--- config.mk ---
export PLATFORM = sky130hd
export DESIGN_NAME = kncs_dist
export DESIGN_NICKNAME = d
export VERILOG_FILES = /design/src/sv/kncs_pkg.sv /design/src/sv/kncs_dist.sv
export SDC_FILE = /design/constraint.sdc
export NUM_CORES = 1
export LEC_CHECK = 0
export BUFFER_PORTS_ARGS = -buffer_cell sky130_fd_sc_hd__buf_2
export CORE_ASPECT_RATIO = 0.5
export CORE_MARGIN = 5
export CORE_UTILIZATION = 55
export DETAILED_ROUTE_END_ITERATION = 8
export HOLD_SLACK_MARGIN = 0.15
export PLACE_DENSITY_LB_ADDON = 0.1
export SLEW_MARGIN = 20
export SYNTH_ARGS = -nofsm -noshare
export SYNTH_HDL_FRONTEND = slang
export SYNTH_SLANG_ARGS = --single-unit
--- constraint.sdc ---
create_clock -name clk_i -period 13.2 [get_ports clk_i]
set_input_delay 1.98 -clock clk_i [delete_from_list [all_inputs] [get_ports clk_i]]
set_output_delay 1.98 -clock clk_i [all_outputs]
set_load 0.02 [all_outputs]
--- src/sv/kncs_pkg.sv ---
// Shared types, widths and codes of the k-nearest-center search core.
package kncs_pkg;

  localparam int unsigned COORD_W          = 16;
  localparam int unsigned DIST_W           = 2 * COORD_W + 1;
  localparam int unsigned KREG_W           = 4;
  localparam int unsigned OP_W             = 2;
  localparam int unsigned CFG_IDX_W        = 1;
  localparam int unsigned MAX_CENTERS_DEF  = 1024;
  localparam int unsigned MAX_NEIGHBORS_DEF = 8;
  localparam logic [KREG_W-1:0] KREG_RST   = 4'd4;

  typedef enum logic [OP_W-1:0] {
    OP_CLEAR        = 2'd0,
    OP_APPEND       = 2'd1,
    OP_QUERY_PIXEL  = 2'd2,
    OP_QUERY_CENTER = 2'd3
  } op_e;

  typedef enum logic [CFG_IDX_W-1:0] {
    REG_K_PIXEL  = 1'b0,
    REG_K_CENTER = 1'b1
  } reg_e;

  typedef enum logic [2:0] {
    ST_IDLE,
    ST_REF_RD,
    ST_REF_CAP,
    ST_SCAN,
    ST_FLUSH,
    ST_EMIT
  } state_e;

  typedef struct packed {
    logic clear;
    logic shift;
  } ctl_t;

endpackage

--- src/sv/kncs_dist.sv ---
// Pipelined squared Euclidean distance between a query point and a center.
module kncs_dist #(
  parameter int unsigned IDX_W = 10
) (
  input  logic                           clk_i,
  input  logic                           rst_ni,
  input  logic                           vld_i,
  input  logic [IDX_W-1:0]               idx_i,
  input  logic [kncs_pkg::COORD_W-1:0]   cx_i,
  input  logic [kncs_pkg::COORD_W-1:0]   cy_i,
  input  logic [kncs_pkg::COORD_W-1:0]   qx_i,
  input  logic [kncs_pkg::COORD_W-1:0]   qy_i,
  output logic                           vld_o,
  output logic [IDX_W-1:0]               idx_o,
  output logic [kncs_pkg::DIST_W-1:0]    dist_o
);
  import kncs_pkg::*;

  localparam int unsigned SQ_W = 2 * COORD_W;

  logic                     s1_vld_q, s2_vld_q, s3_vld_q;
  logic [IDX_W-1:0]         s1_idx_q, s2_idx_q, s3_idx_q;
  logic [COORD_W-1:0]       adx_q, ady_q, adx_d, ady_d;
  logic [2*COORD_W-1:0]     sqx_q, sqy_q;
  logic [DIST_W-1:0]        dist_q;

  assign adx_d = (cx_i > qx_i) ? cx_i - qx_i : qx_i - cx_i;
  assign ady_d = (cy_i > qy_i) ? cy_i - qy_i : qy_i - cy_i;

  always_ff @(posedge clk_i or negedge rst_ni) begin
    if (!rst_ni) begin
      s1_vld_q <= 1'b0;
      s2_vld_q <= 1'b0;
      s3_vld_q <= 1'b0;
    end else begin
      s1_vld_q <= vld_i;
      s2_vld_q <= s1_vld_q;
      s3_vld_q <= s2_vld_q;
    end
  end

  always_ff @(posedge clk_i) begin
    s1_idx_q <= idx_i;
    adx_q    <= adx_d;
    ady_q    <= ady_d;
    s2_idx_q <= s1_idx_q;
    sqx_q    <= SQ_W'(adx_q) * SQ_W'(adx_q);
    sqy_q    <= SQ_W'(ady_q) * SQ_W'(ady_q);
    s3_idx_q <= s2_idx_q;
    dist_q   <= DIST_W'(sqx_q) + DIST_W'(sqy_q);
  end

  assign vld_o  = s3_vld_q;
  assign idx_o  = s3_idx_q;
  assign dist_o = dist_q;

endmodule

Yosys cells after proc, flatten, opt, wreduce, memory -nomap -nowiden
Index checks and enable logic that the tools add are counted.
{"block": "op_classes", "n_div": 0, "reduce_logical": 0, "n_bitwise": 0, "mul": 2, "n_lt_le_gt_ge": 2, "addsub": 5, "mux": 2, "n_shift": 0, "n_eq_ne": 0}
{"op": "multiplier 16 x 16 -> 32 bit", "n": 2}
{"op": "subtractor 16 bit", "n": 4}
{"op": "adder 32 x 32 -> 33 bit", "n": 1}
{"op": "greater-than comparator 16 bit", "n": 2}
{"op": "two-way mux 16 bit", "n": 2}
{"block": "word_totals", "latchBits": 0, "mem_bits_ro": 0, "ramBits": 0, "ff_bits": 162, "memories": 0}

Longest topological paths before layout
{"block": "logic_depth", "ltp_word": 2, "ltp_mapped": 25, "depth_no_buf": 23}

Worst setup path after synthesis
No wires, ideal clock.
{"block": "synth_path", "kind": "register to register", "from": "reg ady_q[1]", "to": "reg sqy_q[28]", "t_required_ps": 13079, "slack_ps": 7290, "t_arrival_ps": 5789, "path_buffers": 3, "setup_ps": 121, "synth_period_minus_slack_ps": 5910, "stages_incl_launch_ff": 25, "cell_sequence": "dfxtp_1 > clkbuf_1 > clkbuf_1 > and2_1 > fa_1 > inv_1 > fa_1 > inv_1 > fa_1 > inv_1 > fa_1 > inv_1 > fa_1 > inv_1 > fa_1 > inv_1 > ha_1 > clkbuf_1 > nand2_1 > a2111oi_0 > o211ai_1 > o22a_1 > a21boi_0 > o22ai_1 > xnor2_1"}
{"block": "synth_between", "elab_chain_cells": 1}
{"element": "start, declared", "line": "kncs_dist.sv:23", "text": "logic [COORD_W-1:0] adx_q, ady_q, adx_d, ady_d;"}
{"element": "start signal, assigned", "line": "kncs_dist.sv:45", "text": "ady_q <= ady_d;"}
{"element": "multiplier 16 x 16 -> 32 bit", "line": "kncs_dist.sv:48", "text": "sqy_q <= SQ_W'(ady_q) * SQ_W'(ady_q);"}
{"element": "end signal, assigned", "line": "kncs_dist.sv:48"}
{"element": "end, declared", "line": "kncs_dist.sv:24", "text": "logic [2*COORD_W-1:0] sqx_q, sqy_q;"}
No other way between the ends.

Final worst setup path
{"block": "layout_path", "from": "reg adx_q[9]", "to": "reg sqx_q[30]"}
{"block": "layout_between", "elab_chain_cells": 1}
{"element": "start, declared", "line": "kncs_dist.sv:23"}
{"element": "start signal, assigned", "line": "kncs_dist.sv:44", "text": "adx_q <= adx_d;"}
{"element": "multiplier 16 x 16 -> 32 bit", "line": "kncs_dist.sv:47", "text": "sqx_q <= SQ_W'(adx_q) * SQ_W'(adx_q);"}
{"element": "end signal, assigned", "line": "kncs_dist.sv:47"}
{"element": "end, declared", "line": "kncs_dist.sv:24"}
No other way between the ends.

==> impl_metrics.json <==
{
  "crit_arrival_ns": 6.89,
  "cts_tree": "built",
  "critPathCaptureType": "register",
  "place.gp.congestion": 0.861,
  "worst_pin_slew_ns": 1.07,
  "maxCapViolCount": 0,
  "cp_num_buf_inv": 6,
  "muxShareOfSynthArea_pct": 1.16,
  "regArea_um2": 3220,
  "port-buffer-count": 120,
  "synth_xor_area_share_pct": 4.93,
  "drive_gt1_share_pct": 6.94,
  "whs_path_depth": 0,
  "clock-sinks": 160,
  "synth_top_family_by_area": "adder cells",
  "setup_tns_ns": 0,
  "finalSetupViolCount": 0,
  "start_util_pct": 55.3,
  "avgSynthCellArea_um2": 8.93,
  "grt_pass1_vias": 16768,
  "timing.final.crit_period_ns": 6.55,
  "clk_path_buf_depth": 2,
  "r2r_cells": 21,
  "max_stage_delay_ns": 0.77,
  "synth_area_leader_cell": "fa_1",
  "vias_per_cell": 5.16,
  "multiInputGateArea_um2": 16500,
  "slew_headroom_pct": 28.8,
  "critical_path.top_delay_family": "adder cells",
  "critPathKind": "reg -> reg",
  "nets": 3249,
  "finalClockSkew_ns": 0.0145,
  "avgRoutedWirePerCell_um": 15.2,
  "synth-compound-area-share_pct": 11.0,
  "antenna_found_initial": 0,
  "grt_overflow": 0,
  "crit_fanout": 17,
  "wl_mm": 47.1,
  "report.final.slew_viol_count": 0,
  "fmax_ghz": 0.153,
  "async_flop_share_pct": 1.88,
  "cts_root_buf": "clkbuf_16",
  "rsz0062_at_grt": "no",
  "hold_path.class": "reg -> reg",
  "ys_seq_area_share_pct": 14.5,
  "grt_pass1_wl_mm": 81.3,
  "syn_nets": 3184,
  "cts_setup_buffers": 0,
  "fin_crit_sh_pct": 49.6,
  "synth_edf_count": 0,
  "outcome": "complete, no violations",
  "synthSimpleGateAreaFrac_pct": 11.2,
  "core-area_um2": 40100,
  "startpoint_type": "register",
  "drtIter0Drc": 716,
  "fill_cells": 3558,
  "vias": 16023,
  "netlist_top_cells_area": "fa_1 (30%), ha_1 (17%), dfxtp_1 (14%)",
  "area_growth_pct": 7.16,
  "dr.pass1.iters": 5,
  "die_area_um2": 44700,
  "insertion_delay_ns": 0.45,
  "io_pins": 121,
  "ys_ff_latch": 160,
  "yosysUniqueCellTypes": 63,
  "cp_cell_sequence": "and2_1 -> inv_1 -> fa_1 -> inv_1 -> fa_1 -> inv_1 -> fa_1 -> inv_1 -> fa_1 -> fa_1 -> inv_1 -> fa_1 -> inv_1 -> ha_1 -> a21oi_1 -> o21ai_0 -> a221oi_1 -> a21bo_2 -> a31oi_1 -> o21ai_0 -> o311ai_0",
  "synth-main-ff-cell": "dfxtp_1",
  "cts_buffers": 17,
  "crit_cells": 21,
  "ff2ff_setup_slack_ns": 6.65,
  "drtAntennaViolNets": 0,
  "grt_max_degree": 26,
  "post-route-drc-count": 0,
  "syn_inst": 2486,
  "die_y_um": 152,
  "rows": 52,
  "grt_usage_pct": 21.8,
  "dp_hpwl_mm": 38.8,
  "htreeDepth": 4,
  "die_x_um": 294,
  "synth_top_area_share_pct": 29.6,
  "yosys_warnings": 0,
  "worstPathRequired_ns": 13.54,
  "slowest_stage": "dfxtp_1",
  "synth_fa_ha_area_share_pct": 46.1,
  "syn_area_um2": 22200,
  "cts_hold_buf": 0,
  "clkTransAtPathRegs_ns": 0.07,
  "post_cts_resized": 0,
  "hold_violations": 0
}
## logic make-up after synthesis
family / Yosys count
and+or+nand+nor: 513
adders and majority gates: 621
muxes: 25
DFF: 160
buffers and inverters: 657
AOI/OAI and AO/OA: 385
xor gates and xnor gates: 125
## registers in the layout, summed over array words and instances, names as in the netlist
signal	count
adx_q	16
ady_q	16
dist_o	33
idx_o	10
s1_idx_q	10
s1_vld_q	1
s2_idx_q	10
s2_vld_q	1
sqx_q	31
sqy_q	31
vld_o	1
## worst reg2reg max path: stages, from the launching register on
cell and delay [ns]:
dfxtp_1 0.77, and2_1 0.28, inv_1 0.06, fa_1 0.50, inv_1 0.06, fa_1 0.50, inv_1 0.06, fa_1 0.54
inv_1 0.05, fa_1 0.38, fa_1 0.53, inv_1 0.05, fa_1 0.47, inv_1 0.04, ha_1 0.36, a21oi_1 0.19
o21ai_0 0.16, a221oi_1 0.36, a21bo_2 0.28, a31oi_1 0.29, o21ai_0 0.19, o311ai_0 0.33
## cell type report
cell class	count	area share, %
Antenna cell	1	0.0105
Clock buffer	20	1.92
Multi-Input combinational cell	1669	69.5
Timing Repair Buffer	120	2.52
Inverter	583	9.20
Tap cell	540	2.84
Clock inverter	12	0.526
Sequential cell	160	13.5
## cell usage after synthesis (18+ instances only)
cell type,n
clkbuf_1,69
xnor2_1,78
nor2b_1,21
a21oi_1,129
fa_1,328
o21ai_0,73
nand3_1,31
a21o_1,43
xor2_1,47
ha_1,293
nand4_1,18
and2_1,88
nand2_1,205
dfxtp_1,157
mux2i_1,19
nor2_1,78
inv_1,583
## cell usage in the layout, fill, tap and decap left out, types with 7 or more instances in the layout
cell and instances:
o31ai_1 7, xnor2_1 78, and2_1 88, or2_2 8, ha_1 293, o21bai_1 17
nand2b_1 13, fa_1 328, nor3_1 13, xor2_1 47, a21o_1 43, nor2b_1 21
dfxtp_1 157, and3_1 17, a211oi_1 13, nor2_1 78, inv_1 583, buf_2 120
nand3_1 31, o21ai_0 73, nand2_1 205, a21oi_1 129, a31oi_1 15, o21a_1 17
clkbuf_16 17, nand4_1 18, mux2i_1 19, o211ai_1 10
## per-stage QoR
step	hold slack, ns	cell area [um2]	cells	util, %	setup slack [ns]
after floorplan	0.310	22200	2486	-	7.29
after detailed placement	0.314	23200	3072	57.8	6.69
final	0.324	23800	3105	59.3	6.65
after global placement	0.310	23200	3072	57.8	6.77
after global routing	0.332	23800	3104	59.3	6.16
after CTS	0.330	23800	3104	59.2	6.63
## routing by layer
metal  track usage, %  vias to the layer above  wire length, um
li1                 -                     7937                -
met1             31.1                     7753            22600
met2             36.5                      283            22300
met3             2.86                       50             1700
met4             3.64                        0              552
met5                0                        -                0
## worst paths after layout
kind | startpoint | end
setup / recovery | adx_q[9] | sqx_q[30]
hold / removal | s1_idx_q[9] | s2_idx_q[9]
setup reg to reg | adx_q[9] | sqx_q[30]
hold reg to reg | s1_idx_q[9] | s2_idx_q[9]
max in group asynchronous | rst_ni | s1_vld_q
min in group asynchronous | rst_ni | vld_o
Power is not shown: default switching activity piles up to over one toggle a cycle in this logic, so the estimate is an artifact.
