===== config.mk =====
export PLATFORM = sky130hd
export DESIGN_NAME = kncs_cell
export DESIGN_NICKNAME = d
export VERILOG_FILES = /design/src/sv/kncs_pkg.sv /design/src/sv/kncs_cell.sv
export SDC_FILE = /design/constraint.sdc
export NUM_CORES = 1
export LEC_CHECK = 0
export ABC_AREA = 1
export ABC_CLOCK_PERIOD_IN_PS = 8000
export BUFFER_PORTS_ARGS = -buffer_cell sky130_fd_sc_hd__buf_4
export CORE_MARGIN = 2
export CORE_UTILIZATION = 55
export CTS_CLUSTER_DIAMETER = 80
export DETAILED_ROUTE_END_ITERATION = 8
export PLACE_DENSITY = 0.9
export SLEW_MARGIN = 20
export SYNTH_ARGS = -nofsm -noshare
export SYNTH_HDL_FRONTEND = slang
export SYNTH_SLANG_ARGS = --single-unit

===== constraint.sdc =====
create_clock -name clk_i -period 8 [get_ports clk_i]
set_clock_uncertainty 0.05 [all_clocks]
set_input_delay 1.2 -clock clk_i [delete_from_list [all_inputs] [get_ports clk_i]]
set_output_delay 1.2 -clock clk_i [all_outputs]
set_load 0.01 [all_outputs]

===== src/sv/kncs_pkg.sv =====
// Shared types, widths and codes of the k-nearest-center search core.
package kncs_pkg;

  localparam int unsigned COORD_W          = 16;
  localparam int unsigned DIST_W           = 2 * COORD_W + 1;
  localparam int unsigned KREG_W           = 4;
  localparam int unsigned OP_W             = 2;
  localparam int unsigned CFG_IDX_W        = 1;
  localparam int unsigned MAX_CENTERS_DEF  = 1024;
  localparam int unsigned MAX_NEIGHBORS_DEF = 8;
  localparam logic [KREG_W-1:0] KREG_RST   = 4'd4;

  typedef enum logic [OP_W-1:0] {
    OP_CLEAR        = 2'd0,
    OP_APPEND       = 2'd1,
    OP_QUERY_PIXEL  = 2'd2,
    OP_QUERY_CENTER = 2'd3
  } op_e;

  typedef enum logic [CFG_IDX_W-1:0] {
    REG_K_PIXEL  = 1'b0,
    REG_K_CENTER = 1'b1
  } reg_e;

  typedef enum logic [2:0] {
    ST_IDLE,
    ST_REF_RD,
    ST_REF_CAP,
    ST_SCAN,
    ST_FLUSH,
    ST_EMIT
  } state_e;

  typedef struct packed {
    logic clear;
    logic shift;
  } ctl_t;

endpackage


===== src/sv/kncs_cell.sv =====
// One slot of the sorted neighbor chain: keeps the better candidate, passes the other on.
module kncs_cell #(
  parameter int unsigned IDX_W = 10
) (
  input  logic                         clk_i,
  input  logic                         rst_ni,
  input  kncs_pkg::ctl_t               ctl_i,
  input  logic                         in_vld_i,
  input  logic [kncs_pkg::DIST_W-1:0]  in_dist_i,
  input  logic [IDX_W-1:0]             in_idx_i,
  input  logic                         nxt_vld_i,
  input  logic [kncs_pkg::DIST_W-1:0]  nxt_dist_i,
  input  logic [IDX_W-1:0]             nxt_idx_i,
  output logic                         st_vld_o,
  output logic [kncs_pkg::DIST_W-1:0]  st_dist_o,
  output logic [IDX_W-1:0]             st_idx_o,
  output logic                         pass_vld_o,
  output logic [kncs_pkg::DIST_W-1:0]  pass_dist_o,
  output logic [IDX_W-1:0]             pass_idx_o
);
  import kncs_pkg::*;

  logic              st_vld_q, pass_vld_q;
  logic [DIST_W-1:0] st_dist_q, pass_dist_q;
  logic [IDX_W-1:0]  st_idx_q, pass_idx_q;
  logic              win;

  assign win = in_vld_i && (!st_vld_q || (in_dist_i < st_dist_q) ||
                            ((in_dist_i == st_dist_q) && (in_idx_i < st_idx_q)));

  always_ff @(posedge clk_i or negedge rst_ni) begin
    if (!rst_ni) begin
      st_vld_q   <= 1'b0;
      pass_vld_q <= 1'b0;
    end else if (ctl_i.clear) begin
      st_vld_q   <= 1'b0;
      pass_vld_q <= 1'b0;
    end else if (ctl_i.shift) begin
      st_vld_q   <= nxt_vld_i;
      pass_vld_q <= 1'b0;
    end else if (win) begin
      st_vld_q   <= 1'b1;
      pass_vld_q <= st_vld_q;
    end else begin
      pass_vld_q <= in_vld_i;
    end
  end

  always_ff @(posedge clk_i) begin
    if (ctl_i.shift) begin
      st_dist_q <= nxt_dist_i;
      st_idx_q  <= nxt_idx_i;
    end else if (win) begin
      st_dist_q   <= in_dist_i;
      st_idx_q    <= in_idx_i;
      pass_dist_q <= st_dist_q;
      pass_idx_q  <= st_idx_q;
    end else begin
      pass_dist_q <= in_dist_i;
      pass_idx_q  <= in_idx_i;
    end
  end

  assign st_vld_o    = st_vld_q;
  assign st_dist_o   = st_dist_q;
  assign st_idx_o    = st_idx_q;
  assign pass_vld_o  = pass_vld_q;
  assign pass_dist_o = pass_dist_q;
  assign pass_idx_o  = pass_idx_q;

endmodule


# Yosys cells after proc, flatten, opt, wreduce, memory -nomap -nowiden
# Index checks and enable logic that the tools add are counted.
# Widths: inputs -> output; s select.
dict set report totals {
  inputBits 92
  word_cells 28
  output_inout_bits 88
  register_bits 88
}
dict set report op_classes {
  reduce_logical 7
  muxes 12
  order_cmp 2
  eq_ne 1
}
# cell n
set op_table {}
lappend op_table {{$mux 33} 3}
lappend op_table {{$eq 33x33->1} 1}
lappend op_table {{$lt 33x33->1} 1}
lappend op_table {{$mux 10} 3}
lappend op_table {{$lt 10x10->1} 1}
lappend op_table {{$mux 1} 6}
lappend op_table {{$reduce_bool 3->1} 1}
lappend op_table {{$logic_and 1x1->1} 2}
lappend op_table {{$logic_or 1x1->1} 2}
lappend op_table {{$reduce_bool 2->1} 1}
lappend op_table {{$logic_not 1->1} 1}

# Logic depth before layout (Yosys ltp)
# Gate-level depths: netlist (run 1).
dict set report logic_depth {
  word_depth 7
  mapped_depth 18
  ltp_nobuf 17
}

# Worst setup path before layout (run 1)
# No wires, ideal clock.
dict set report synth_path {
  kind {input port to flip-flop}
  from {input in_dist_i[30] (netlist bit)}
  to {register st_dist_q[0], in the netlist st_dist_o[0] (enable)}
  path_stages 13
  arrival_ns 3.140
  setup_ns 0.557
  path_buffers 1
  path_slack_ns 4.254
  cell_sequence {ha_1 -> nand2_1 -> nor2_2 -> nand2_1 -> nor2_2 -> nand3_1 -> nand2_1 -> nor2_1 -> nand2_1 -> nand3_2 -> nand2_4 -> buf_12 -> nand2_1}
}
dict set report synth_via {
  elab_chain_cells 5
  elab_cells_between_ends 7
  classes_between {order compare: 1; eq/ne: 1; reduce/logical: 5}
}
# item line_no
set synth_rtl {}
lappend synth_rtl {{start: declaration} kncs_cell.sv:9} ;# input logic [kncs_pkg::DIST_W-1:0] in_dist_i,
lappend synth_rtl {{$lt 33x33->1 or $eq 33x33->1 (tied branches)} {kncs_cell.sv:28, kncs_cell.sv:29}}
lappend synth_rtl {{$logic_or 1x1->1 or $logic_and 1x1->1 (tied branches)} {kncs_cell.sv:28, kncs_cell.sv:29}}
lappend synth_rtl {{$logic_or 1x1->1 *} kncs_cell.sv:28} ;# assign win = in_vld_i && (!st_vld_q || (in_dist_i < st_dist_q) ||
lappend synth_rtl {{$logic_and 1x1->1 *} kncs_cell.sv:28}
lappend synth_rtl {{$reduce_bool 2->1 (no line) *} --}
lappend synth_rtl {{end signal: assignment} kncs_cell.sv:51} ;# st_dist_q <= nxt_dist_i;
lappend synth_rtl {{end signal: assignment} kncs_cell.sv:54} ;# st_dist_q <= in_dist_i;
lappend synth_rtl {{end: declaration} kncs_cell.sv:24} ;# logic [DIST_W-1:0] st_dist_q, pass_dist_q;
# Every way passes the cells marked *; elsewhere a longest branch is shown, timed or not.
# A chain may end at the register's enable or synchronous reset.

# Worst setup path in the final report (run 1)
dict set report layout_path {
  from {input in_dist_i[32] (netlist bit)}
  to {register pass_idx_q[3], in the netlist pass_idx_o[3] (data pin)}
}
dict set report layout_via {
  elab_chain_cells 5
  elab_cells_between_ends 7
  classes_between {order compare: 1; eq/ne: 1; mux: 1; reduce/logical: 4}
}
# item line_no
set layout_rtl {}
lappend layout_rtl {{$lt 33x33->1 or $eq 33x33->1 (tied branches)} {kncs_cell.sv:28, kncs_cell.sv:29}}
lappend layout_rtl {{$logic_or 1x1->1 or $logic_and 1x1->1 (tied branches)} {kncs_cell.sv:28, kncs_cell.sv:29}}
lappend layout_rtl {{$logic_or 1x1->1 *} kncs_cell.sv:28}
lappend layout_rtl {{$logic_and 1x1->1 *} kncs_cell.sv:28}
lappend layout_rtl {{$mux 10 *} kncs_cell.sv:53} ;# end else if (win) begin
lappend layout_rtl {{end signal: assignment} kncs_cell.sv:57} ;# pass_idx_q <= st_idx_q;
lappend layout_rtl {{end signal: assignment} kncs_cell.sv:60} ;# pass_idx_q <= in_idx_i;
lappend layout_rtl {{end: declaration} kncs_cell.sv:25} ;# logic [IDX_W-1:0] st_idx_q, pass_idx_q;
# Marks and branches as above.

==> summary.txt, run 1 <==
Die
  • Initial core utilization: about 57%
  • Site row count: 35
  • Die area: about 10000 um^2
  • DIE HEIGHT: ~100 um
  • Die width: ~100 um
  • I/O pin cnt: 180
  • Core area: about 9200 um^2

Power and ir drop
  • LEAKAGE: approximately 3.4 nW
  • Worst vdd ir: roughly 90 uV
  • Cell Pwr Density: 178 nW/um^2

Setup path
  • Slowest Stage Delay on Critical Path: around 0.7 ns
  • Worst path cell trace: buf_4 > ha_1 > nand2_1 > nor2_1 > nand2_1 > nor2_2 > nand3_1 > nand2_1 > nor2_1 > nand2_1 > nand3_2 > nand2_4 > buf_4 > o21ai_0
  • Reg2reg start: st_dist_o[31]$_DFFE_PP_
  • Crit path buffers/inverters: 2
  • Critical path class: in -> reg
  • CP Max Fanout: 52
  • Worst Setup SP: in_dist_i[32]
  • Endpoint class of the critical path: flop
  • Cell mode on critical path: nand2_1
  • Crit path depth: 14
  • CP max-delay cell: buf_4
  • Worst r2r path cells: 14
  • CP Launch Type: input pin
  • Crit path max-delay family: simple AND/OR/NAND/NOR gates
  • Worst reg-to-reg setup slack: around 4.7 ns
  • Critical R2R Capture: pass_idx_o[3]$_DFFE_PN_
  • Critical path required time: about 8 ns
  • Critical path arrival: 3.88 ns

STA
  • Worst-Margin Slew: 0.997 ns
  • Final Setup Violations: 0
  • Slew Viols, Final: 0
  • Setup TNS Final: 0 ns
  • Peak Freq: roughly 0.26 GHz
  • RSZ-0062 raised after global routing: false
  • Max_slew headroom: between 30 and 40%
  • Final WS setup: 4.13 ns
  • Hold Fails Final Rpt: 0
  • Final worst path period need: ~3.9 ns
  • Tcrit/Tclk final: 48.3%

Detailed routing
  • TritonRoute pass-1 iters: 4
  • DRC: 0
  • Total Wirelength: roughly 13000 um
  • WL/cell: about 15 um
  • Initial DRC count: 199
  • Via density: between 5 and 6
  • Routed Antenna Nets: 0
  • Via count: roughly 4.4k

Clock tree
  • Hold-fix buffers, CTS: 0
  • Total CTS buffers: 9
  • Post-cts repair resize count: 0
  • Postcts setup bufs: 0
  • CTS H-tree lvls: 3
  • CTS tree: done
  • Clk Latency, worst-skew pair: ~0.35 ns
  • Register clock-pin slew on the reported worst setup and hold paths: ~0.10 ns
  • Clk sink count: a little under 90
  • CTS root buffer: clkbuf_8
  • CTS Buffer Depth: 2

Run
  • # Max-Cap Violations: 0

Synthesis
  • Seq/Total Area, Yosys: 50.5%
  • Dominant synthesized flop cell: edfxtp_1
  • Synth Register Bits: 88
  • Syn Inst Count: between 500 and 600
  • Synth warn: 0
  • Post-Syn Nets: 691
  • Syn_area_per_cell: around 9.4 um^2
  • Post-synth cell types: 25
  • EDFF count, synth: between 80 and 90
  • Async SR Flop Fraction: 2.27%
  • Synthesized area: 5210 um^2

Place
  • Detailed placer's ending HPWL: approximately 9500 um
  • Setup WS pre-CTS: 3.63 ns
  • DP Area: 6550 um^2
  • Placed cells: about 830
  • RD Place Congestion: approximately 0.84
  • IO Port Bufs: approximately 180

Final layout
  • Final instance area: about 6700 um^2
  • Layout cell share with drive strength beyond 1: between 30% and 40%
  • Total Nets Final: between 800 and 900
  • Multi-input gate area: 2190 um^2
  • Antenna diodes: 0
  • Layout Area Growth over Synthesis: 29.4%
  • Fin cells: 847
  • Final design utilization: between 70% and 80%
  • Reg area: roughly 2600 um^2
  • Fillcell total: 640

Global route
  • Overflow after GRT: 0
  • First-pass GRT wire length: about 20000 um
  • Initial antenna violation count: 0
  • Vias in the first global route: roughly 4.4k
  • Largest net degree at the start of global routing: 86
  • Total GRT Usage: between 20% and 30%

Worst hold path
  • Worst Hold Class: in -> async

Run status
  • Outcome: complete, no violations
sequential cells by signal (all words and copies together) (netlist names):
register / flops
st_vld_o: 1
pass_dist_o: 33
pass_idx_o: 10
pass_vld_o: 1
st_dist_o: 33
st_idx_o: 10
synth_stat cells (all sizes together), types with 2 or more instances:
library cell | count | share of area, %
nand4 | 6 | 0.72
edfxtp | 86 | 50
a21oi | 17 | 1.6
nor2 | 27 | 2.0
o21ai | 45 | 6.9
ha | 42 | 10
inv | 61 | 4.4
a21o | 2 | 0.29
nand2 | 242 | 19
dfrtp | 2 | 0.96
clkbuf | 10 | 0.79
buf | 8 | 2.3
nand3 | 6 | 0.67
area by class of cell:
type / instances / share of cell area (%)
Clock buffer: 11 / 2.24
Clock inverter: 5 / 0.575
Inverter: 62 / 3.45
Multi-Input combinational cell: 389 / 32.5
Sequential cell: 88 / 39.0
Tap cell: 111 / 2.06
Timing Repair Buffer: 181 / 20.1
kinds of logic after synthesis:
group,Yosys count,share of synthesized area (%)
AOI/OAI and AO/OA,65,8.98
adders and majority gates,42,10.1
buffers and inverters,80,7.59
DFF,88,50.5
and+or+nand+nor,282,22.9
cells in the final DEF, fill, tap and decap left out:
master	count
a21o_1	2
a21oi_1	17
and3_1	1
buf_4	181
clkbuf_8	11
clkinv_2	1
clkinv_4	2
clkinvlp_4	1
dfrtp_1	2
edfxtp_1	86
ha_1	42
inv_1	61
inv_2	1
inv_6	1
nand2_1	204
nand2_2	36
nand2_4	2
nand3_1	5
nand3_2	1
nand4_1	6
nor2_1	25
nor2_2	2
o21a_1	1
o21ai_0	5
o21ai_1	4
o21ai_2	36
worst max-delay path by stage:
stage          slack, ns                       to
2_1_floorplan       4.25   st_dist_o[0]$_DFFE_PP_
3_3_place_gp        3.75    st_idx_o[3]$_DFFE_PP_
5_1_grt             3.89  pass_idx_o[3]$_DFFE_PN_
4_1_cts             3.98  st_dist_o[11]$_DFFE_PP_
3_5_place_dp        3.63  st_dist_o[29]$_DFFE_PP_
6_report            4.13  pass_idx_o[3]$_DFFE_PN_
where the power goes:
part | total (mW) | internal, mW | leakage, nW | switching (mW)
Combinational | 0.319 | 0.142 | 2.38 | 0.177
Sequential | 0.582 | 0.561 | 0.898 | 0.0201
Clock | 0.299 | 0.132 | 0.0959 | 0.167
Total | 1.20 | 0.835 | 3.38 | 0.365
metrics by stage:
step / hold slack (ns) / power [mW]
after global routing: 0.541 / 1.26
after CTS: 0.550 / 1.20
after detailed placement: 0.565 / 0.912
after global placement: 0.550 / 0.898
after floorplan: 0.536 / 0.773
final: 0.557 / 1.20
routing by layer:
layer  vias to the layer above  wire (um)  GRT usage [%]
li1                       2164          -              -
met1                      2041       5040           30.3
met2                       146       6500           43.9
met3                        26        853           6.28
met4                         0        305           8.84
met5                         -          0              0
Note: power is estimated with default switching activity, not from simulation.
==> run 2, diff against run 1 <==
- ABC_AREA: 1 -> 0
- ABC_CLOCK_PERIOD_IN_PS: 8000 -> 3700
- CORE_UTILIZATION: 55 -> 50
- PLACE_DENSITY: 0.9 -> 0.84
- clock period: 8 -> 3.7 ns (I/O delays scaled with it)
==> summary.txt, run 2 <==
Run status
  • Outcome: complete, no violations

STA
  • Hold Fails Final Rpt: 0 (unchanged)
  • RSZ-0062 raised after global routing: false
  • Tcrit/Tclk final: around nine tenths
  • Slew Viols, Final: 0 (unchanged)
  • Max_slew headroom: 58.7% (+25 points)
  • Worst-Margin Slew: 0.619 ns (-0.378 ns)
  • Final Setup Violations: 0 (unchanged)
  • Peak Freq: slightly above 0.3 GHz
  • Final worst path period need: 3.26 ns
  • Setup TNS Final: 0 ns (unchanged)

Die
  • I/O pin cnt: 180 (unchanged)
  • Die area: 10700 um^2 (+4.5%)
  • Core area: 9680 um^2 (+5.3%)
  • Initial core utilization: 51.2% (-5.4 points)
  • DIE HEIGHT: 104 um (+2.2%)
  • Die width: 104 um (+2.2%)
  • Site row count: 36 (+2.9%)

Global route
  • Vias in the first global route: 3674 (-17%)
  • First-pass GRT wire length: 18600 um (-8.9%)
  • Total GRT Usage: 21.9% (-3.2 points)
  • Overflow after GRT: 0 (unchanged)
  • Initial antenna violation count: 0 (unchanged)
  • Largest net degree at the start of global routing: 48 (-44%)

Power and ir drop
  • Sequential share of power: 47.0% (-1.5 points)
  • Combinational share of power: 26.3% (-0.3 points)
  • Total Power: 2.75 mW (+130%)
  • Cell Pwr Density: 412 nW/um^2 (+130%)
  • Switch share: 26.0% (-4.4 points)
  • Internal power: 2.03 mW (+140%)
  • Worst vdd ir: 294 uV (+220%)
  • Clk network pwr share: 26.8% (+1.9 points)
  • Switch Pwr: 714 uW (+96%)
  • LEAKAGE: 3.10 nW (-8.1%)

Setup path
  • CP Max Fanout: 19 (-63%)
  • Critical path required time: 3.76 ns (-4.25 ns)
  • Crit path buffers/inverters: 3 (+1)
  • CP max-delay cell: a222oi_1
  • Worst reg-to-reg setup slack: 0.44 ns (-4.24 ns)
  • Worst path cell trace: inv_1 > ha_1 > nand4_1 > nor4_2 > nand2_1 > o211a_1 > a222oi_1 > buf_4 > buf_12 > mux2_2
  • Critical path class: reg -> reg
  • Endpoint class of the critical path: flop
  • Slowest Stage Delay on Critical Path: 0.47 ns (-0.23 ns)
  • CP Launch Type: flop
  • Crit path max-delay family: compound AO/OA/AOI/OAI gates
  • Critical path arrival: 3.32 ns (-0.56 ns)

Synthesis
  • Async SR Flop Fraction: 2.27% (unchanged)
  • Seq/Total Area, Yosys: 53.1% (+2.5 points)
  • Count leader, synth: edfxtp_1
  • Synth warn: 0 (unchanged)
  • Area share of the largest cell type after synthesis: 52.0% (+2.5 points)
  • Top post-synthesis cells by count: 86 x edfxtp_1, 46 x inv_1, 46 x mux2_2
  • Post-synth cell types: 32 (+28%)
  • Synth area leaders: edfxtp_1 52%, mux2_4 12%, ha_1 11%
  • Synth Register Bits: 88 (unchanged)
  • Syn_area_per_cell: 14.5 um^2 (+55%)
  • Dominant synthesized flop cell: edfxtp_1
  • Post-Syn Nets: 476 (-31%)
  • Syn Inst Count: 342 (-39%)
  • EDFF count, synth: 86 (unchanged)
  • Area leader, netlist: edfxtp_1
  • Synthesized area: 4960 um^2 (-4.8%)

Detailed routing
  • Initial DRC count: 164 (-18%)
  • Via count: 3475 (-21%)
  • Routed Antenna Nets: 0 (unchanged)
  • TritonRoute pass-1 iters: 4 (unchanged)
  • WL/cell: 17.5 um (+17%)
  • Via density: 5.20 (+0.67%)
  • Total Wirelength: 11700 um (-8.1%)
  • DRC: 0 (unchanged)

Clock tree
  • Total CTS buffers: 9 (unchanged)
  • Register clock-pin slew on the reported worst setup and hold paths: 0.09 ns (about the same)
  • Clk Latency, worst-skew pair: 0.35 ns (about the same)
  • CTS H-tree lvls: 3 (unchanged)
  • Clk sink count: 88 (unchanged)
  • Postcts setup bufs: 0 (unchanged)
  • CTS Buffer Depth: 2 (unchanged)
  • CTS tree: done
  • CTS root buffer: clkbuf_8

Place
  • Detailed placer's ending HPWL: 8950 um (-5.8%)
  • IO Port Bufs: 179 (unchanged)
  • Placed cells: 651 (-22%)
  • RD Place Congestion: 0.832 (-0.96%)

Final layout
  • Layout Area Growth over Synthesis: 34.2%
  • Most common cell after layout, fill and taps aside: buf_4
  • Total Nets Final: 664 (-23%)
  • Commonest cells after routing, fill and taps aside: 185 x buf_4, 86 x edfxtp_1, 46 x mux2_2, 45 x inv_1, 42 x ha_1
  • Antenna diodes: 0 (unchanged)
  • Layout cell share with drive strength beyond 1: 54.0% (+17 points)
  • Fin cells: 668 (-21%)

Run
  • # Max-Cap Violations: 0 (unchanged)

Worst hold path
  • Worst Hold Class: in -> reg
run 2: worst paths after layout:
path | cells after the start | to | start
min reg2reg | 2 | pass_vld_o$_DFF_PN0_ | st_vld_o$_DFFE_PN0P_
max reg2reg | 10 | pass_idx_o[0]$_DFFE_PN_ | st_dist_o[28]$_DFFE_PP_
max | 10 | pass_idx_o[0]$_DFFE_PN_ | st_dist_o[28]$_DFFE_PP_
max in group asynchronous | 2 | st_vld_o$_DFFE_PN0P_ | rst_ni
min in group asynchronous | 2 | pass_vld_o$_DFF_PN0_ | rst_ni
min | 2 | pass_vld_o$_DFF_PN0_ | ctl_i[1]
run 2: logic make-up (layout without fill, tap and decap cells):
group / Yosys count / after routing / share of synthesized area (%)
simple gates: 34 / 34 / 3.71
flops: 88 / 88 / 53.1
fa+ha+maj: 42 / 42 / 10.6
mux: 85 / 85 / 22.2
buf+inv: 56 / 249 / 5.62
compound gates: 37 / 37 / 4.79
run 2: timing repair:
| action | in CTS | in global routing |
|---|---|---|
| hold buffers | 1 | 0 |
| endpoints found under the hold margin | 2 | 0 |
| gates resized for setup | 0 | 0 |
run 2: metrics by stage:
stage                     worst slack (ns)  area, um^2  util (%)  hold slack, ns
after global placement               0.339        6430      66.4           0.287
after floorplan                     0.0387        4960         -           0.209
after CTS                            0.414        6660      68.8           0.297
after global routing                 0.191        6660      68.8           0.295
after detailed placement             0.241        6430      66.4           0.290
final                                0.436        6660      68.8           0.310
run 2: per-layer routing:
layer,share of wire (%),vias up,routed length [um],GRT usage [%]
met5,0,-,0,0
met3,6.6,29,769,5.16
met4,3.2,0,379,9.75
li1,-,1651,-,-
met2,52,138,6030,39.5
met1,38,1657,4490,24.7
run 2: area by class of cell:
type | instances | area, um^2
Inverter | 46 | 173
Clock buffer | 12 | 145
Clock inverter | 4 | 70.1
Fill cell | 719 | 3030
Tap cell | 133 | 166
Timing Repair Buffer | 187 | 1420
Sequential cell | 88 | 2630
Multi-Input combinational cell | 198 | 2050
run 2: power groups by stage:
stage / Clock [mW] / Sequential (mW) / Combinational, mW
final: 0.735 / 1.29 / 0.722
after global routing: 0.783 / 1.30 / 0.780
after CTS: 0.749 / 1.29 / 0.729
after detailed placement: 0 / 1.31 / 0.724
after global placement: 0 / 1.31 / 0.695
after floorplan: 0 / 1.35 / 0.357
==> run 3, diff against run 2 <==
- ABC_AREA: 0 -> 1
- BUFFER_PORTS_ARGS: -buffer_cell sky130_fd_sc_hd__buf_4 -> -buffer_cell sky130_fd_sc_hd__clkbuf_2
- CORE_UTILIZATION: 50 -> 51
==> summary.txt, run 3 (synthesized netlist as in run 1, its figures left out) <==
Run status
  • Outcome: complete, no violations

STA
  • Peak Freq: 0.375 GHz (+22%)
  • Worst-Margin Slew: 0.529 ns (-0.0900 ns)
  • Final worst path period need: 2.67 ns (-0.598 ns)
  • Setup TNS Final: 0 ns (unchanged)
  • Tcrit/Tclk final: 72.1% (-16 points)
  • Final Setup Violations: 0 (unchanged)
  • Slew Viols, Final: 0 (unchanged)
  • Hold Slack: 0.415 ns (+0.105 ns)
  • Final WS setup: 1.03 ns (+0.598 ns)
  • Hold Fails Final Rpt: 0 (unchanged)
  • Max_slew headroom: 64.7% (+6.0 points)
  • RSZ-0062 raised after global routing: false

Power and ir drop
  • Cell Pwr Density: 390 nW/um^2 (-5.3%)
  • Total Power: 2.49 mW (-9.5%)
  • LEAKAGE: 3.28 nW (+5.6%)
  • Worst vdd ir: 216 uV (-27%)

Global route
  • Vias in the first global route: 4192 (+14%)
  • First-pass GRT wire length: 19600 um (+5.4%)
  • Largest net degree at the start of global routing: 86 (+79%)
  • Total GRT Usage: 22.2% (+0.31 points)
  • Initial antenna violation count: 0 (unchanged)
  • Overflow after GRT: 0 (unchanged)

Detailed routing
  • Via density: 4.97 (-4.5%)
  • DRC: 0 (unchanged)
  • TritonRoute pass-1 iters: 5 (+1)
  • Routed Antenna Nets: 0 (unchanged)
  • WL/cell: 13.9 um (-20%)
  • Initial DRC count: 229 (+40%)
  • Total Wirelength: 12200 um (+4.2%)
  • Via count: 4335 (+25%)

Clock tree
  • Postcts setup bufs: 0 (unchanged)
  • Clk sink count: 88 (unchanged)
  • CTS tree: done
  • CTS root buffer: clkbuf_8
  • Total CTS buffers: 9 (unchanged)
  • CTS Buffer Depth: 2 (unchanged)
  • CTS H-tree lvls: 3 (unchanged)
  • Clk Latency, worst-skew pair: 0.35 ns (about the same)
  • Post-cts repair resize count: 0 (unchanged)
  • Register clock-pin slew on the reported worst setup and hold paths: 0.09 ns (about the same)

Final layout
  • Final instance area: 6360 um^2 (-4.4%)
  • Commonest cells after routing, fill and taps aside: 204 x nand2_1, 179 x clkbuf_2, 86 x edfxtp_1, 61 x inv_1, 42 x ha_1
  • Reg area: 2630 um^2 (unchanged)
  • Layout Area Growth over Synthesis: 22.1%
  • Antenna diodes: 0 (unchanged)
  • Fillcell total: 813 (+13%)
  • Most common cell after layout, fill and taps aside: nand2_1
  • Layout cell share with drive strength beyond 1: 37.3% (-17 points)
  • Total Nets Final: 869 (+31%)
  • Multi-input gate area: 2190 um^2 (+6.5%)

Die
  • Site row count: 36 (unchanged)
  • DIE HEIGHT: 105 um (+1.4%)
  • Die width: 105 um (+1.4%)
  • I/O pin cnt: 180 (unchanged)
  • Initial core utilization: 52.8% (+1.6 points)
  • Core area: 9860 um^2 (+1.9%)
  • Die area: 11000 um^2 (+2.9%)

Setup path
  • Worst Setup SP: st_dist_o[14]$_DFFE_PP_
  • Critical path class: reg -> reg
  • Critical path required time: 3.70 ns (-0.06 ns)
  • CP Capture Point: st_dist_o[23]$_DFFE_PP_
  • CP Launch Type: flop
  • Critical path arrival: 2.66 ns (-0.66 ns)
  • Endpoint class of the critical path: flop
  • Worst r2r path cells: 13 (+3)
  • CP Max Fanout: 34 (+15)
  • Critical R2R Capture: st_dist_o[23]$_DFFE_PP_
  • Worst reg-to-reg setup slack: 1.03 ns (+0.60 ns)
  • Reg2reg start: st_dist_o[14]$_DFFE_PP_

Place
  • Setup WS pre-CTS: 0.778 ns (+0.538 ns)
  • RD Place Congestion: 0.822 (-1.2%)
  • DP Area: 6180 um^2 (-4.0%)
  • Detailed placer's ending HPWL: 9150 um (+2.2%)
  • IO Port Bufs: 179 (unchanged)

Run
  • # Max-Cap Violations: 0 (unchanged)

Worst hold path
  • Worst Hold Class: in -> reg
  • Hold_sp: nxt_idx_i[1]
run 3: cell count changes in the layout (fill, tap and decap cells not counted), sizes merged, moves of 3 or more:
cell | before | now
a21oi | 14 | 17
buf | 186 | 5
clkbuf | 12 | 192
inv | 46 | 61
mux2 | 85 | 0
nand2 | 10 | 242
nand3 | 2 | 6
nand4 | 10 | 6
nor2 | 5 | 27
nor3 | 3 | 0
o21ai | 7 | 45
run 3: critical path, stage by stage (launching register included):
cell and delay (ns):
edfxtp_1 0.38, inv_1 0.08, ha_1 0.29, nand2_1 0.07, nor2_1 0.13, nand4_1 0.13, nor2_1 0.20, nand2_1 0.09
nor2_1 0.08, nand2_1 0.09, nand3_2 0.13, nand2_4 0.07, nand2_2 0.28, buf_12 0.28
run 3: worst min path at each step:
stage                               to  slack [ns]  cells past startpoint
2_1_floorplan     pass_vld_o$_DFF_PN0_        0.21                      0
3_3_place_gp      pass_vld_o$_DFF_PN0_        0.29                      1
3_5_place_dp      st_vld_o$_DFFE_PN0P_        0.29                      1
4_1_cts           st_vld_o$_DFFE_PN0P_        0.40                      4
5_1_grt        st_dist_o[29]$_DFFE_PP_        0.41                      3
6_report         st_idx_o[1]$_DFFE_PP_        0.41                      3
run 3: final cells by class:
cell class                      count  share of cell area (%)
Timing Repair Buffer              185                    15.2
Inverter                           62                    3.68
Sequential cell                    88                    41.4
Clock inverter                      3                   0.275
Clock buffer                       13                    2.50
Tap cell                          133                    2.61
Multi-Input combinational cell    389                    34.4
run 3: power by group:
group	leakage [nW]	total [mW]	switching, mW	internal [mW]
Combinational	2.29	0.616	0.378	0.239
Clock	0.0894	0.614	0.334	0.280
Sequential	0.898	1.26	0.0420	1.21
Total	3.28	2.49	0.754	1.73
run 3: metal layers:
layer  GRT usage (%)  vias up  routed length (um)
li1                -     2184                   -
met1            29.1     1949                5170
met2            36.1      178                5870
met3            4.37       24                 850
met4            9.43        0                 274
met5               0        -                   0
run 3: stage by stage:
stage	std cells	util (%)
floorplan	557	-
finish	873	64.5
global placement	856	62.6
global route	873	64.5
detailed placement	856	62.6
CTS	873	64.5
run 3: what timing repair did:
item                                    CTS  global route
hold buffers                              1             0
endpoints found under the setup margin    0             0
hold endpoints to repair                  2             0
